### src/rtl/ranked_top_k_lists_defines.svh
// ----------------------------------------------------------------------------
// ranked_top_k_lists_defines.svh
// Assertion macros used by the ranked list top module. Empty under synthesis.
// ----------------------------------------------------------------------------
`ifndef RANKED_TOP_K_LISTS_DEFINES_SVH
`define RANKED_TOP_K_LISTS_DEFINES_SVH

`ifndef SYNTHESIS
// Property that must hold on every clock edge outside reset
`define RTKL_ASSERT(lbl, clk, rst_n, prop) \
  lbl: assert property (@(posedge clk) disable iff (!rst_n) (prop)) \
    else $error("rtkl assertion failed");
// Condition in one cycle implies a condition in the next one
`define RTKL_ASSERT_NEXT(lbl, clk, rst_n, cond, nxt) \
  lbl: assert property (@(posedge clk) disable iff (!rst_n) (cond) |=> (nxt)) \
    else $error("rtkl assertion failed");
`else
`define RTKL_ASSERT(lbl, clk, rst_n, prop)
`define RTKL_ASSERT_NEXT(lbl, clk, rst_n, cond, nxt)
`endif

`endif

### src/rtl/rtkl_pkg.sv
// ----------------------------------------------------------------------------
// rtkl_pkg
// Shared types, codes and the area code table of the ranked list block.
// ----------------------------------------------------------------------------
package rtkl_pkg;

  // One ranked entry: count is the ranking key
  typedef struct packed {
    logic [15:0] count;
    logic [31:0] tag;
    logic [9:0]  board;
  } entry_t;

  // Result status codes
  typedef enum logic [1:0] {
    STATUS_OK      = 2'd0,
    STATUS_UNKNOWN = 2'd1,
    STATUS_RANGE   = 2'd2
  } status_t;

  // Operation codes
  localparam logic OP_INSERT = 1'b0;
  localparam logic OP_READ   = 1'b1;

  // List select codes for reads
  localparam logic [1:0] LIST_GLOBAL      = 2'd0;
  localparam logic [1:0] LIST_GLOBAL_FILT = 2'd1;
  localparam logic [1:0] LIST_AREA        = 2'd2;
  localparam logic [1:0] LIST_AREA_FILT   = 2'd3;

  // Area code characters: '0'..'9', 'G', 'N', 'H', 'A', 'C'
  localparam int CODE_TABLE_LEN = 15;
  localparam logic [7:0] CODE_TABLE [CODE_TABLE_LEN] = '{
    8'h30, 8'h31, 8'h32, 8'h33, 8'h34, 8'h35, 8'h36, 8'h37,
    8'h38, 8'h39, 8'h47, 8'h4E, 8'h48, 8'h41, 8'h43
  };

  typedef struct packed {
    logic       hit;
    logic [3:0] row;
  } code_map_t;

  // Commands from the sequencer to one area store
  typedef struct packed {
    logic ins_go;   // start an insert walk over one row
    logic rd_go;    // read one slot
    logic wr_en;    // the walk may write this store
  } area_cmd_t;

  // Map an area code byte to its table row
  function automatic code_map_t map_code(input logic [7:0] code);
    code_map_t m;
    m = '0;
    for (int i = 0; i < CODE_TABLE_LEN; i++) begin
      if (CODE_TABLE[i] == code) begin
        m.hit = 1'b1;
        m.row = 4'(i);
      end
    end
    return m;
  endfunction

endpackage

### src/rtl/rtkl_glist.sv
// ----------------------------------------------------------------------------
// rtkl_glist
// Register-based ranked list; an insert shifts the slots after its place.
// ----------------------------------------------------------------------------
module rtkl_glist #(
  parameter  int DEPTH = 10,
  localparam int IDX_W = (DEPTH > 1) ? $clog2(DEPTH) : 1
) (
  input  logic               clk,
  input  logic               rst_n,
  input  logic               ins,
  input  rtkl_pkg::entry_t   ins_entry,
  input  logic [IDX_W-1:0]   rd_idx,
  output rtkl_pkg::entry_t   rd_entry
);
  import rtkl_pkg::*;

  entry_t           list_r   [DEPTH];
  entry_t           list_nxt [DEPTH];
  entry_t           prev     [DEPTH];
  logic [DEPTH-1:0] ge;
  logic [DEPTH-1:0] ge_ext;

  // Slots with count >= new count form a prefix; the new word goes after it
  always_comb begin
    prev[0]   = ins_entry;
    ge_ext[0] = 1'b1;
    for (int j = 0; j < DEPTH; j++) begin
      ge[j] = (list_r[j].count >= ins_entry.count);
    end
    for (int j = 1; j < DEPTH; j++) begin
      ge_ext[j] = ge[j-1];
      prev[j]   = list_r[j-1];
    end
    for (int j = 0; j < DEPTH; j++) begin
      if (ge[j]) begin
        list_nxt[j] = list_r[j];
      end else if (ge_ext[j]) begin
        list_nxt[j] = ins_entry;
      end else begin
        list_nxt[j] = prev[j];
      end
    end
  end

  always_ff @(posedge clk) begin
    if (!rst_n) begin
      for (int j = 0; j < DEPTH; j++) begin
        list_r[j] <= '0;
      end
    end else if (ins) begin
      for (int j = 0; j < DEPTH; j++) begin
        list_r[j] <= list_nxt[j];
      end
    end
  end

  assign rd_entry = list_r[rd_idx];

endmodule

### config.mk
export PLATFORM = sky130hd
export DESIGN_NAME = rtkl_glist
export DESIGN_NICKNAME = d
export VERILOG_FILES = /design/src/rtl/ranked_top_k_lists_defines.svh /design/src/rtl/rtkl_pkg.sv /design/src/rtl/rtkl_glist.sv
export SDC_FILE = /design/constraint.sdc
export NUM_CORES = 1
export LEC_CHECK = 0
export CORE_MARGIN = 1.5
export CORE_UTILIZATION = 51
export CTS_CLUSTER_SIZE = 8
export DETAILED_ROUTE_END_ITERATION = 10
export DONT_BUFFER_PORTS = 1
export PLACE_DENSITY_LB_ADDON = 0.12
export SYNTH_ARGS = -nofsm -noshare
export SYNTH_HDL_FRONTEND = slang
export SYNTH_SLANG_ARGS = --single-unit
### constraint.sdc
create_clock -name clk -period 15.3 [get_ports clk]
set_clock_uncertainty 0.2 [all_clocks]
set_input_delay 1.53 -clock clk [delete_from_list [all_inputs] [get_ports clk]]
set_output_delay 1.53 -clock clk [all_outputs]
set_load 0.02 [all_outputs]
Yosys cells after proc, flatten, opt, wreduce, memory -nomap -nowiden
Memory sizes are Yosys's and may differ from the RTL's.
Cells that the tools add are included.
{ "op_classes": {"n_mux": 33, "n_bitwise": 10, "order_cmp": 10} }
{ "ops": {"columns": ["cell", "count"], "rows": [
  ["58-bit two-way mux", 29],
  ["16-bit >= comparator", 10],
  ["1-bit bitwise OR", 10],
  ["1-bit two-way mux", 4]
]} }
{ "totals": {"memories": 1, "mem_bits_rw": 580, "in_bits": 65, "elab_cells": 54, "regBits": 0, "out_inout_bits": 58} }
{ "mem_list": {"columns": ["name", "depth", "word_bits", "read_ports", "rd_clocked_by_memory_dff", "write_ports", "line_no", "source"], "rows": [
  ["list_r", 10, 58, 11, 0, 10, "rtkl_glist.sv:18", "entry_t list_r [DEPTH];"]
]} }

Logic depth before layout (Yosys ltp)
An unclocked memory read counts as a cell.
{ "logic_depth": {"ltp_word": 5, "ltp_mapped": 10, "mapped_depth_nobuf": 8} }

Least setup slack after synthesis
No wires, ideal clock.
{ "synth_path": {"path_kind": "in2reg", "from": "input ins_entry[43] (netlist name)", "to": "memory list_r[0][0] (netlist name), enable pin", "path_slack_ps": 7531, "cell_stages": 7, "path_buffers": 0, "required_time_ps": 14546, "arrival_ps": 7015, "setup_ps": 554, "path_cell_list": "inv_1 ha_1 a21o_1 a211o_1 a221oi_1 a21oi_1 o21ai_0"} }
{ "synth_lines": {"columns": ["item", "line_no", "source"], "rows": [
  ["start, declared", "rtkl_glist.sv:12", "input rtkl_pkg::entry_t ins_entry,"],
  ["end, declared", "rtkl_glist.sv:18", null]
]} }

==> results.sh <==
export IMPL_first_global_vias=22219
export IMPL_slew_viol_final=0
export IMPL_regMostFlops="list_r"
export IMPL_regToRegSetupSlack_ps=10740
export IMPL_drive_gt1_share_pct=10.3
export IMPL_ff2ff_path_depth=10
export IMPL_rsz0062_at_grt="false"
export IMPL_rr_startpoint="list_r[4][42]"
export IMPL_tightest_slew_ps=1130
export IMPL_yosys_warnings=0
export IMPL_timing_final_crit_share_pct=33.8
export IMPL_grt_max_degree=175
export IMPL_syn_nets=2794
export IMPL_cts_htree_levels=3
export IMPL_path_clk_slew_ps=50
export IMPL_syn_to_final_growth_pct=8.55
export IMPL_synth_edff_count=580
export IMPL_largest_reg_flops=580
export IMPL_synth_area_leaders="edfxtp_1 53%, mux2i_1 14%, mux4_2 7.9%"
export IMPL_synth_area_leader_cell="edfxtp_1"
export IMPL_cts_resized=0
export IMPL_cap_violations=0
export IMPL_whs_path_depth=1
export IMPL_r2r_end="list_r[5][29]"
export IMPL_boundaryPins=123
export IMPL_relSlewSlack_pct=24.8
export IMPL_holdBufCountCts=0
export IMPL_cts_tree="built"
export IMPL_fin_crit_ps=5180
export IMPL_num_rows=93
export IMPL_routed_via_density=6.48
export IMPL_hold_viol=0
export IMPL_fin_nets=2733
export IMPL_crit_required_ps=15410
export IMPL_fp_coreArea_um2=64200
export IMPL_clockBufferDepth=3
export IMPL_worst_ir_drop_vdd_uv=102
export IMPL_insertion_delay_ps=620
export IMPL_syn_inst=2569
export IMPL_fmax_mhz=193
export IMPL_grt_pass1_wl_um=143000
export IMPL_end_kind="register"
export IMPL_drt_total_wl_um=94200
export IMPL_fin_cells=3370
export IMPL_die_w_um=258
export IMPL_start_util_pct=51.5
export IMPL_dieArea_um2=66400
export IMPL_seq_area_um2=17400
export IMPL_num_vias=21853
export IMPL_dp_cells=3279
export IMPL_place_area_um2=33800
export IMPL_drt_pass1_iter_count=6
export IMPL_drc_errors=0
export IMPL_final_util_pct=55.9
export IMPL_hold_end="list_r[1][29]"
export IMPL_cts_sinks=580
export IMPL_setup_violations=0
export IMPL_ys_types=44
export IMPL_arrival_ps=5280
export IMPL_avgSynthCellArea_um2=12.9
export IMPL_cts_buffers_inserted=82
export IMPL_ys_seq_area_share_pct=52.6
export IMPL_crit_fanout=39
export IMPL_drt_initial_drc_count=2089
export IMPL_yosysTopAreaCellShare_pct=52.6
export IMPL_antenna_found_initial=2
export IMPL_synth_seq_cells=580
export IMPL_wire_per_inst_um=27.9
export IMPL_grt_ovfl_total=0
export IMPL_startpoint_type="primary input"
export IMPL_tns_ps=0
export IMPL_holdCritPathClass="register to register"
export IMPL_fp_dieH_um=258
export IMPL_power_leakage_nw=15.4
export IMPL_hold_start="list_r[0][29]"
export IMPL_port_buffers=0
export IMPL_postCtsSetupRepairBufs=0
export IMPL_place_hpwl_um=52800
export IMPL_multi_input_area_um2=14700
export IMPL_root_buffer="clkbuf_16"
export IMPL_syn_cell_area_um2=33100
export IMPL_status="finished, final reports clean"
export IMPL_gp_congestion=0.843
export IMPL_async_flop_share_pct=0
export IMPL_postRouteAntennaNets=0
export IMPL_fin_area_um2=35900
export IMPL_criticalPathCategory="primary input to register"
export IMPL_holdWs_ps=351
export IMPL_fill_cells=5318
export IMPL_powerDensity_nw_per_um2=130
export IMPL_synth_flop_cell="edfxtp_1"
export IMPL_track_usage_pct=28.4
export IMPL_largestRegisters="list_r x580"
-- metal layers --
metal / global-route usage, % / routed length, µm / vias up / part of all wire [%]
li1: - / - / 9617 / -
met1: 41.6 / 41100 / 11197 / 44
met2: 44.1 / 44000 / 918 / 47
met3: 4.57 / 7160 / 119 / 7.6
met4: 7.80 / 1920 / 2 / 2.0
met5: 0 / 4 / - / 0.0042
-- worst max-delay path by stage --
stage	start	end	slack [ps]
after floorplan	ins_entry[43]	list_r[0][0]	7530
after global placement	ins_entry[43]	list_r[5][11]	9600
after detailed placement	ins_entry[43]	list_r[5][29]	9610
after CTS	ins_entry[43]	list_r[5][29]	10180
after global routing	ins_entry[43]	list_r[5][5]	9980
final	ins_entry[43]	list_r[5][29]	10120
-- cells in the mapped netlist (2+ instances only) --
library cell and n:
a211o_1 4, a211oi_1 66, a211oi_2 4, a21bo_2 6, a21o_1 25, a21oi_1 99, a221oi_1 2, a31o_2 2
a31oi_1 4, and2_1 3, and3_1 4, and4_1 5, buf_1 11, buf_2 56, buf_4 12, buf_6 2
clkbuf_1 97, edfxtp_1 580, ha_1 160, inv_1 87, mux2i_1 464, mux4_2 116, nand2_1 485, nand2b_1 8
nand3_1 5, nand4_1 14, nor2_1 10, nor2b_1 69, nor3_1 8, o211ai_1 5, o21a_1 3, o21ai_0 23
o21ai_1 3, o21ba_2 2, o2bb2ai_1 116
-- cells by family after synthesis --
kind of cell | count (synthesis) | synth area share (%)
muxes | 580 | 21.9
DFF | 580 | 52.6
buffers and inverters | 265 | 3.40
and+or+nand+nor | 613 | 7.85
AOI/OAI and AO/OA | 371 | 8.13
adders and majority gates | 160 | 6.05
-- cells in the final DEF (no fill, tap or decap), drive strengths merged, types with 10 or more instances in the layout --
| cell type | n |
|---|---|
| ha | 160 |
| o21ai | 26 |
| a21o | 25 |
| nor2 | 10 |
| buf | 33 |
| inv | 90 |
| nand4 | 14 |
| a211oi | 70 |
| mux2i | 464 |
| nand2 | 485 |
| o2bb2ai | 116 |
| clkbuf | 84 |
| a21oi | 99 |
| edfxtp | 580 |
| mux4 | 116 |
| nor2b | 69 |
-- per-stage QoR --
stage / power, mW / setup slack [ps]
global route: 4.83 / 9980
finish: 4.67 / 10120
CTS: 4.69 / 10180
detailed placement: 3.06 / 9610
global placement: 3.03 / 9600
floorplan: 2.79 / 7530
-- power by group --
group	leakage (nW)	switching [mW]	internal (mW)	total [mW]
sequential	6.29	0.128	2.02	2.14
clock	1.06	0.676	0.955	1.63
combinational	8.02	0.550	0.348	0.898
total	15.4	1.35	3.32	4.67
-- final cells by class --
class / count / area share (%)
diodes: 1 / 0.00697
multi-input cells: 1724 / 40.9
flip-flops and latches: 580 / 48.5
clock inverters: 6 / 0.209
well taps: 855 / 2.98
repair buffers: 33 / 0.725
clock buffers: 84 / 5.79
inverters: 87 / 0.909
-- critical path, cell delays in order --
cell,delay (ps)
inv_1,300
ha_1,310
a2111oi_0,680
or4b_1,280
a41oi_1,260
a211oi_4,330
buf_4,490
buf_4,850
mux2i_1,210
No activity file was read; power rests on OpenSTA's default activity.
